==> src/rtl/nmhm_pkg.sv <==
// nmhm_pkg: shared types and constants for the nibble map heap manager.
// No dependencies.
package nmhm_pkg;

    typedef struct packed {
        logic [3:0]  opcode;
        logic [15:0] addr;
        logic [10:0] length;
        logic [3:0]  owner;
    } t_req;

    typedef struct packed {
        logic [2:0]  status;
        logic [15:0] value;
    } t_rsp;

    localparam logic [3:0] OP_OWNER  = 4'd0;
    localparam logic [3:0] OP_SIZE   = 4'd1;
    localparam logic [3:0] OP_FREE   = 4'd2;
    localparam logic [3:0] OP_CLAIM  = 4'd3;
    localparam logic [3:0] OP_ROPEN  = 4'd4;
    localparam logic [3:0] OP_WOPEN  = 4'd5;
    localparam logic [3:0] OP_CLOSE  = 4'd6;
    localparam logic [3:0] OP_SFREE  = 4'd7;
    localparam logic [3:0] OP_FPROC  = 4'd8;

    localparam logic [2:0] ST_OK      = 3'd0;
    localparam logic [2:0] ST_RANGE   = 3'd1;
    localparam logic [2:0] ST_OWNER   = 3'd2;
    localparam logic [2:0] ST_NSHARED = 3'd3;
    localparam logic [2:0] ST_BUSY    = 3'd4;
    localparam logic [2:0] ST_CLOSED  = 3'd5;
    localparam logic [2:0] ST_NOROOM  = 3'd6;
    localparam logic [2:0] ST_ZEROLEN = 3'd7;

    localparam logic [3:0] NIB_FREE  = 4'h0;
    localparam logic [3:0] NIB_SH0   = 4'h8;
    localparam logic [3:0] NIB_SHMAX = 4'hC;
    localparam logic [3:0] NIB_WR    = 4'hE;
    localparam logic [3:0] NIB_CONT  = 4'hF;

    localparam logic [7:0] ADDR_USE_BASE = 8'h00;
    localparam logic [15:0] USE_BASE_RST = 16'd256;

    typedef enum logic [3:0] {
        S_IDLE, S_CLEARW, S_BACKR, S_BACKW, S_HEADR, S_HEADW, S_FWDR, S_FWDW,
        S_CLMR, S_CLMW, S_CLMWR, S_FPR, S_FPW, S_DONE
    } t_state;

endpackage

==> src/rtl/nmhm_ram.sv <==
// nmhm_ram: generic single-port RAM, registered read.
// No dependencies.
module nmhm_ram #(
    parameter int WIDTH = 4,
    parameter int DEPTH = 1024
) (
    input  logic                     i_clk,
    input  logic                     i_we,
    input  logic [$clog2(DEPTH)-1:0] i_addr,
    input  logic [WIDTH-1:0]         i_wdata,
    output logic [WIDTH-1:0]         o_rdata
);
    logic [WIDTH-1:0] r_mem [DEPTH];

    always_ff @(posedge i_clk) begin
        if (i_we) begin
            r_mem[i_addr] <= i_wdata;
        end
        o_rdata <= r_mem[i_addr];
    end
endmodule

==> src/rtl/nibble_map_heap_manager.sv <==
// nibble_map_heap_manager: top level, sequencer and map walker.
// Depends on nmhm_pkg and nmhm_ram.
//
// Usage: one request enters on i_req_valid/o_req_stall; it carries an opcode,
// an absolute address, a claim length and an owner. Exactly one response
// leaves on o_rsp_valid/i_rsp_stall with a status and a value.
// The allocation map is a 4-bit-per-byte RAM with one port; a single
// sequencer walks it entry by entry (read, then decide/write).
// Simple ops scan back to the chunk head; free and size may also walk forward
// over the chunk bytes; claim checks each of its length entries, then
// writes them; free process sweeps the whole area and clears every chunk
// of its owner.
// Reset: a clearing pass writes zero to every map entry, with the request
// channel stalled; use_base returns to 256.
// While a request is in work, o_req_stall is high. A finished response sits
// in the output register until taken; a new request is accepted while it
// waits, and its response stalls until the old one leaves.
// APB writes of use_base must only be issued while the block is idle.
module nibble_map_heap_manager
    import nmhm_pkg::*;
#(
    parameter int USE_SIZE = 1024
) (
    input  logic        i_clk,
    input  logic        i_rst_n,
    input  logic        i_req_valid,
    output logic        o_req_stall,
    input  t_req        i_req,
    output logic        o_rsp_valid,
    input  logic        i_rsp_stall,
    output t_rsp        o_rsp,
    input  logic        psel,
    input  logic        penable,
    input  logic        pwrite,
    input  logic [1:0]  paddr,
    input  logic [31:0] pwdata,
    output logic [31:0] prdata,
    output logic        pready
);
    localparam int AW = $clog2(USE_SIZE);
    localparam int RW = AW + 1; // holds USE_SIZE itself

    t_state r_state, n_state;
    t_req   r_req, n_req;
    logic [15:0] r_base;
    logic [RW-1:0] r_ptr, n_ptr;     // walk pointer
    logic [RW-1:0] r_head, n_head;
    logic [RW-1:0] r_rel, n_rel;
    logic [3:0]  r_h, n_h;
    logic [3:0]  r_relnib, n_relnib;
    logic [15:0] r_cnt, n_cnt;
    logic        r_fp, n_fp;         // clearing on behalf of free process
    logic [2:0]  r_st, n_st;
    logic [15:0] r_val, n_val;
    logic        r_ov, n_ov;
    t_rsp        r_rsp, n_rsp;

    logic          we;
    logic [AW-1:0] maddr;
    logic [3:0]    wdata, rdata;

    nmhm_ram #(.WIDTH(4), .DEPTH(USE_SIZE)) u_map (
        .i_clk(i_clk), .i_we(we), .i_addr(maddr), .i_wdata(wdata), .o_rdata(rdata)
    );

    assign pready = 1'b1;
    assign prdata = {16'd0, r_base};
    always_ff @(posedge i_clk) begin
        if (!i_rst_n) begin
            r_base <= USE_BASE_RST;
        end else if (psel && penable && pwrite && paddr == ADDR_USE_BASE[1:0]) begin
            r_base <= pwdata[15:0];
        end
    end

    logic [16:0] rel_full;
    logic        in_area;
    logic [RW:0] clm_end;
    assign rel_full = {1'b0, i_req.addr} - {1'b0, r_base};
    assign in_area  = !rel_full[16] && rel_full < 17'(USE_SIZE);
    assign clm_end  = (RW+1)'(r_rel) + (RW+1)'(r_req.length);

    assign o_req_stall = (r_state != S_IDLE);
    assign o_rsp_valid = r_ov;
    assign o_rsp = r_rsp;

    always_ff @(posedge i_clk) begin
        if (!i_rst_n) begin
            r_state <= S_CLEARW;
            r_ptr   <= '0;
            r_ov    <= 1'b0;
        end else begin
            r_state <= n_state;
            r_ptr   <= n_ptr;
            r_ov    <= n_ov;
        end
        r_req <= n_req; r_head <= n_head; r_rel <= n_rel; r_h <= n_h;
        r_relnib <= n_relnib; r_cnt <= n_cnt; r_fp <= n_fp;
        r_st <= n_st; r_val <= n_val; r_rsp <= n_rsp;
    end

    always_comb begin
        n_state = r_state; n_req = r_req; n_ptr = r_ptr; n_head = r_head;
        n_rel = r_rel; n_h = r_h; n_relnib = r_relnib; n_cnt = r_cnt;
        n_fp = r_fp; n_st = r_st; n_val = r_val; n_ov = r_ov; n_rsp = r_rsp;
        we = 1'b0; wdata = NIB_FREE; maddr = r_ptr[AW-1:0];
        if (r_ov && !i_rsp_stall) n_ov = 1'b0;
        unique case (r_state)
            S_CLEARW: begin // reset clearing pass
                we = 1'b1;
                n_ptr = r_ptr + 1'b1;
                if (r_ptr == RW'(USE_SIZE - 1)) begin
                    n_state = S_IDLE;
                end
            end
            S_IDLE: begin
                if (i_req_valid) begin
                    n_req = i_req;
                    n_st = ST_OK; n_val = '0; n_cnt = '0; n_fp = 1'b0;
                    n_rel = RW'(rel_full);
                    n_ptr = RW'(rel_full);
                    if (i_req.opcode > OP_FPROC) begin
                        n_st = ST_RANGE; n_state = S_DONE;
                    end else if (i_req.opcode == OP_FPROC) begin
                        n_ptr = '0;
                        if (i_req.owner == 4'd0 || i_req.owner > 4'd7) begin
                            n_st = ST_OWNER; n_state = S_DONE;
                        end else begin
                            n_state = S_FPR;
                        end
                    end else if (!in_area) begin
                        n_st = ST_RANGE; n_state = S_DONE;
                    end else if (i_req.opcode == OP_CLAIM) begin
                        n_state = S_CLMR;
                    end else begin
                        n_state = S_BACKR;
                    end
                end
            end
            S_BACKR: n_state = S_BACKW;
            S_BACKW: begin
                if (r_ptr == r_rel) n_relnib = rdata;
                if (r_ptr != '0 && rdata == NIB_CONT) begin
                    n_ptr = r_ptr - 1'b1; n_state = S_BACKR;
                end else begin
                    n_head = r_ptr; n_h = rdata; n_state = S_HEADR;
                end
            end
            S_HEADR: begin
                // decide on the head nibble; may write head, may start forward walk
                n_state = S_DONE;
                maddr = r_head[AW-1:0];
                case (r_req.opcode)
                    OP_OWNER: n_val = {12'd0, r_h};
                    OP_SIZE: begin
                        if (r_relnib == NIB_FREE) begin
                            n_val = '0;
                        end else begin
                            n_ptr = r_head + 1'b1; n_state = S_FWDR;
                        end
                    end
                    OP_FREE: begin
                        if (r_h == NIB_FREE || r_h > 4'd7 || r_h != r_req.owner) begin
                            n_st = ST_OWNER;
                        end else begin
                            n_val = r_base + 16'(r_head);
                            n_ptr = r_head; n_state = S_HEADW;
                        end
                    end
                    default: begin
                        if (r_h < NIB_SH0 || r_h == NIB_CONT) begin
                            n_st = ST_NSHARED;
                        end else if (r_req.opcode == OP_ROPEN) begin
                            if (r_h > NIB_SHMAX) n_st = ST_BUSY;
                            else begin
                                we = 1'b1; wdata = r_h + 4'd1;
                                n_val = r_base + 16'(r_head);
                            end
                        end else if (r_req.opcode == OP_WOPEN) begin
                            if (r_h != NIB_SH0) n_st = ST_BUSY;
                            else begin
                                we = 1'b1; wdata = NIB_WR; n_val = r_req.addr;
                            end
                        end else if (r_req.opcode == OP_CLOSE) begin
                            if (r_h < 4'd9) n_st = ST_CLOSED;
                            else begin
                                we = 1'b1;
                                wdata = (r_h == NIB_WR) ? NIB_SH0 : r_h - 4'd1;
                                n_val = r_base + 16'(r_head);
                            end
                        end else begin
                            if (r_h != NIB_SH0) n_st = ST_BUSY;
                            else begin
                                n_val = r_base + 16'(r_head);
                                n_ptr = r_head; n_state = S_HEADW;
                            end
                        end
                    end
                endcase
            end
            S_HEADW: begin // clear head, then walk continuation bytes
                we = 1'b1;
                n_ptr = r_ptr + 1'b1;
                n_state = (r_ptr + 1'b1 == RW'(USE_SIZE)) ? (r_fp ? S_FPR : S_DONE) : S_FWDR;
                if (r_fp && r_ptr + 1'b1 == RW'(USE_SIZE)) n_state = S_DONE;
            end
            S_FWDR: n_state = S_FWDW;
            S_FWDW: begin
                if (rdata == NIB_CONT) begin
                    if (r_req.opcode != OP_SIZE) we = 1'b1; // clearing
                    n_ptr = r_ptr + 1'b1;
                    n_state = (r_ptr + 1'b1 == RW'(USE_SIZE)) ? S_FWDW : S_FWDR;
                    if (r_ptr + 1'b1 == RW'(USE_SIZE)) n_state = r_fp ? S_DONE : S_DONE;
                    if (r_ptr + 1'b1 == RW'(USE_SIZE) && r_req.opcode == OP_SIZE)
                        n_val = 16'(RW'(USE_SIZE) - r_head);
                end else begin
                    if (r_req.opcode == OP_SIZE) begin
                        n_val = 16'(r_ptr - r_head); n_state = S_DONE;
                    end else if (r_fp) begin
                        n_state = S_FPR; // resume sweep at this entry
                    end else begin
                        n_state = S_DONE;
                    end
                end
            end
            S_CLMR: begin
                if (r_req.length == '0) begin
                    n_st = ST_ZEROLEN; n_state = S_DONE;
                end else if (r_req.owner == 4'd0 || r_req.owner > 4'd8) begin
                    n_st = ST_OWNER; n_state = S_DONE;
                end else if (clm_end > (RW+1)'(USE_SIZE)) begin
                    n_st = ST_NOROOM; n_state = S_DONE;
                end else begin
                    n_state = S_CLMW;
                end
            end
            S_CLMW: begin
                if (rdata != NIB_FREE) begin
                    n_st = ST_NOROOM; n_state = S_DONE;
                end else if ((RW+1)'(r_ptr) + 1'b1 == clm_end) begin
                    n_ptr = r_rel; n_state = S_CLMWR;
                end else begin
                    n_ptr = r_ptr + 1'b1; n_state = S_CLMR;
                end
            end
            S_CLMWR: begin
                we = 1'b1;
                wdata = (r_ptr == r_rel) ? r_req.owner : NIB_CONT;
                n_ptr = r_ptr + 1'b1;
                if ((RW+1)'(r_ptr) + 1'b1 == clm_end) begin
                    n_val = r_req.addr; n_state = S_DONE;
                end
            end
            S_FPR: begin
                n_fp = 1'b1;
                if (r_ptr == RW'(USE_SIZE)) n_state = S_DONE;
                else n_state = S_FPW;
            end
            S_FPW: begin
                if (rdata == r_req.owner) begin
                    n_cnt = r_cnt + 1'b1; n_val = r_cnt + 1'b1;
                    n_head = r_ptr; n_state = S_HEADW;
                end else begin
                    n_ptr = r_ptr + 1'b1; n_state = S_FPR;
                end
            end
            S_DONE: begin
                if (!r_ov) begin
                    n_rsp.status = r_st;
                    n_rsp.value  = (r_st == ST_OK) ? r_val : 16'd0;
                    n_ov = 1'b1;
                    n_state = S_IDLE;
                end
            end
            default: n_state = S_IDLE;
        endcase
    end
endmodule
==> config.mk <==
export PLATFORM = sky130hd
export DESIGN_NAME = nibble_map_heap_manager
export DESIGN_NICKNAME = d
export VERILOG_FILES = /design/src/rtl/nmhm_pkg.sv /design/src/rtl/nmhm_ram.sv /design/src/rtl/nibble_map_heap_manager.sv
export SDC_FILE = /design/constraint.sdc
export NUM_CORES = 2
export LEC_CHECK = 0
export BUFFER_PORTS_ARGS = -buffer_cell sky130_fd_sc_hd__buf_2
export CAP_MARGIN = 20
export CORE_MARGIN = 5
export CORE_UTILIZATION = 41
export CTS_BUF_LIST = sky130_fd_sc_hd__clkbuf_16
export DETAILED_ROUTE_END_ITERATION = 10
export PLACE_DENSITY_LB_ADDON = 0.15
export SLEW_MARGIN = 0
export SYNTH_ARGS = -nofsm -noshare
export SYNTH_HDL_FRONTEND = slang
export SYNTH_SLANG_ARGS = --single-unit
==> constraint.sdc <==
create_clock -name i_clk -period 124.8 [get_ports i_clk]
set_input_delay 31.2 -clock i_clk [delete_from_list [all_inputs] [get_ports i_clk]]
set_output_delay 31.2 -clock i_clk [all_outputs]
set_load 0.1 [all_outputs]
==> impl_metrics.toml <==
[floorplanning]
core_area_mm2 = 0.413
fp-row-count = 236
die_w_um = 655
die_h_um = 655
ioPinCount = 130
start_util = 0.412
die-area_mm2 = 0.428

[worst_setup_path]
path_class = "register to primary output"
r2r_end = "u_map.o_rdata[2]"
arrival_ps = 2990
crit_path_end_kind = "primary output"
r2r_setup_slack_ps = 115850
reg2reg_from = "r_state[2]"
crit_path_start_kind = "register"
cp.required_ps = 93600
crit_fanout = 26
worst_r2r_path_depth = 15

[global_routing]
grt_pass1_vias = 92045
grt_pass1_wl_um = 706000
overflow = 0
grt_max_degree = 226
grt.total_usage = 0.230
antenna_found_initial = 38

[clock_tree]
cts_tree = "done"
clockBufferDepth = 4
clock_sinks = 4252
insertion_delay_ps = 980
cts-root-buf = "clkbuf_16"
clk_pin_slew_worst_paths_ps = 60
cts_buffers = 442
h-tree-depth = 5
ctsHoldBuffers = 0
cts_setup_buffers = 0
ctsResizeCount = 0

[sta]
fin_crit_ps = 34190
fmaxAchievable_mhz = 29.2
setup_viol = 0
setup_tns_ps = 0
clock-skew-final_ps = 38.4
hold_viol = 0
worst_pin_slew_ps = 1310
rsz0062_at_grt = "false"
maxSlewHeadroom = 0.120
finalCritPeriodShare = 0.274
slew_violations = 0

[routing]
drc_errors = 0
num_vias = 91256
vias_per_cell = 5.99
detail-route-antenna-nets = 0
firstDrtPassIters = 8
drtIter0Drc = 11486
routedWlPerCell_um = 32.9
drt_wl_total_um = 502000

[power]
powerDensity_mw_per_mm2 = 15.6
pwr-share-comb = 0.050
internal_power_mw = 2.33
p_clk_frac = 0.432
pwr-share-seq = 0.518
peakVddDrop_v = 0.0000131
cellLeakagePower_nw = 56.1
switching_share = 0.218
p_switching_mw = 0.652

[yosys]
synth_seq_cells = 4252
synth_ff_type = "edfxtp_1"
yosys_warnings = 0
synthCells = 9204
syn-cell-area_mm2 = 0.170
yosys.cell_types.count = 79
seq_area_frac_synth = 0.748
async_reset_ff_frac = 0
avgSynthCellArea_um2 = 18.5
synth_edf_count = 4216

[final_layout]
utilization = 0.464
drive_above_1_share = 0.208
area_growth_pct = 12.6
fin_nets = 9513
final_cells = 15232
fillers = 34750

[place]
port_buffers = 96
dp.cells = 14400
gp_congestion = 0.874
detailed_place_hpwl_um = 295000

[outcome]
outcome = "completed"

[worst_hold_path]
min_to = "r_base[13]"
holdCritPathClass = "register to register"
hold_path_startpoint = "r_base[13]"
holdPathStages = 2

[run]
cap_violations = 0
-- Yosys cell counts (56+ instances only) --
library cell | n | area share
edfxtp_1 | 4216 | 0.74
nor2_1 | 1146 | 0.025
mux4_2 | 959 | 0.13
nand2_1 | 457 | 0.010
a22oi_1 | 376 | 0.017
clkbuf_1 | 303 | 0.0067
a21oi_1 | 253 | 0.0074
buf_2 | 215 | 0.0063
nand3_1 | 111 | 0.0033
o21ai_0 | 85 | 0.0025
buf_4 | 62 | 0.0027
a221oi_1 | 61 | 0.0031
a31oi_1 | 60 | 0.0022
inv_1 | 58 | 0.0013
ha_1 | 56 | 0.0041
xnor2_1 | 56 | 0.0029
-- worst max-delay path, cell delays in order, from the launching register on --
cell	delay (ps)
dfxtp_1	300
buf_4	220
nor4_1	790
inv_1	340
buf_2	390
-- logic make-up after synthesis --
family / Yosys count / synth area share
other cells: 2 / 0.0000441
simple gates: 1958 / 0.0476
flops: 4252 / 0.748
xor+xnor: 99 / 0.00543
fa+ha+maj: 60 / 0.00458
buf+inv: 712 / 0.0198
compound gates: 1099 / 0.0444
mux: 1022 / 0.131
-- cells in the final DEF, fill, tap and decap left out, drive strengths merged, types with 91 or more instances in the layout --
cell	n
o21ai	91
a21oi	253
edfxtp	4216
nand2	457
mux4	959
a22oi	376
inv	168
clkinv	195
clkbuf	450
nor2	1146
buf	366
nand3	111
-- sequential cells by signal (all words and copies together), names as in the netlist, 3 cells and up --
signal         flops
o_rsp             19
r_base            16
r_cnt             16
r_h                4
r_head            11
r_ptr             11
r_rel             11
r_relnib           4
r_req             35
r_st               3
r_state            4
r_val             16
u_map.o_rdata      4
u_map.r_mem     4096
-- power by group through the flow --
stage | Clock [mW] | Combinational [mW] | Sequential [mW]
2_1_floorplan | 0 | 0.0947 | 1.58
3_3_place_gp | 0 | 0.150 | 1.58
3_5_place_dp | 0 | 0.150 | 1.58
4_1_cts | 1.31 | 0.151 | 1.55
5_1_grt | 1.37 | 0.156 | 1.55
6_report | 1.29 | 0.149 | 1.55
-- worst max-delay path by stage --
stage                   endpoint  slack (ps)       start
2_1_floorplan  u_map.r_mem[0][0]       55740  r_state[0]
3_3_place_gp          r_state[1]       90110   i_req[15]
3_5_place_dp          r_state[3]       90220   i_req[15]
4_1_cts              o_req_stall       90580  r_state[0]
6_report             o_req_stall       90610  r_state[1]
5_1_grt              o_req_stall       90430  r_state[0]
-- stage by stage --
step / setup slack (ps) / instance area, um^2 / total power [mW] / hold WS (ps)
finish: 90610 / 192000 / 2.99 / 477
global route: 90430 / 192000 / 3.07 / 513
CTS: 90580 / 192000 / 3.01 / 483
detailed placement: 90220 / 178000 / 1.73 / 475
global placement: 90110 / 178000 / 1.73 / 470
floorplan: 55740 / 170000 / 1.67 / 406
-- final cells by class --
cell class / instances / area (um^2) / area share
multi-input combinational: 4255 / 40400 / 0.211
clock buffer: 449 / 11200 / 0.0586
inverter: 59 / 221 / 0.00115
tap: 5474 / 6850 / 0.0357
clock inverter: 369 / 2860 / 0.0149
timing repair buffer: 367 / 2920 / 0.0152
antenna: 7 / 17.5 / 0.0000913
sequential: 4252 / 127000 / 0.664
-- metal layers --
layer  vias up  GRT usage  part of all wire
met5         -          0          0.000026
met1     48766      0.324              0.41
met4         2     0.0625             0.030
met2      4162      0.367              0.48
li1      37614          -                 -
met3       712     0.0438             0.081
Note: power is estimated with default switching activity, not from simulation.
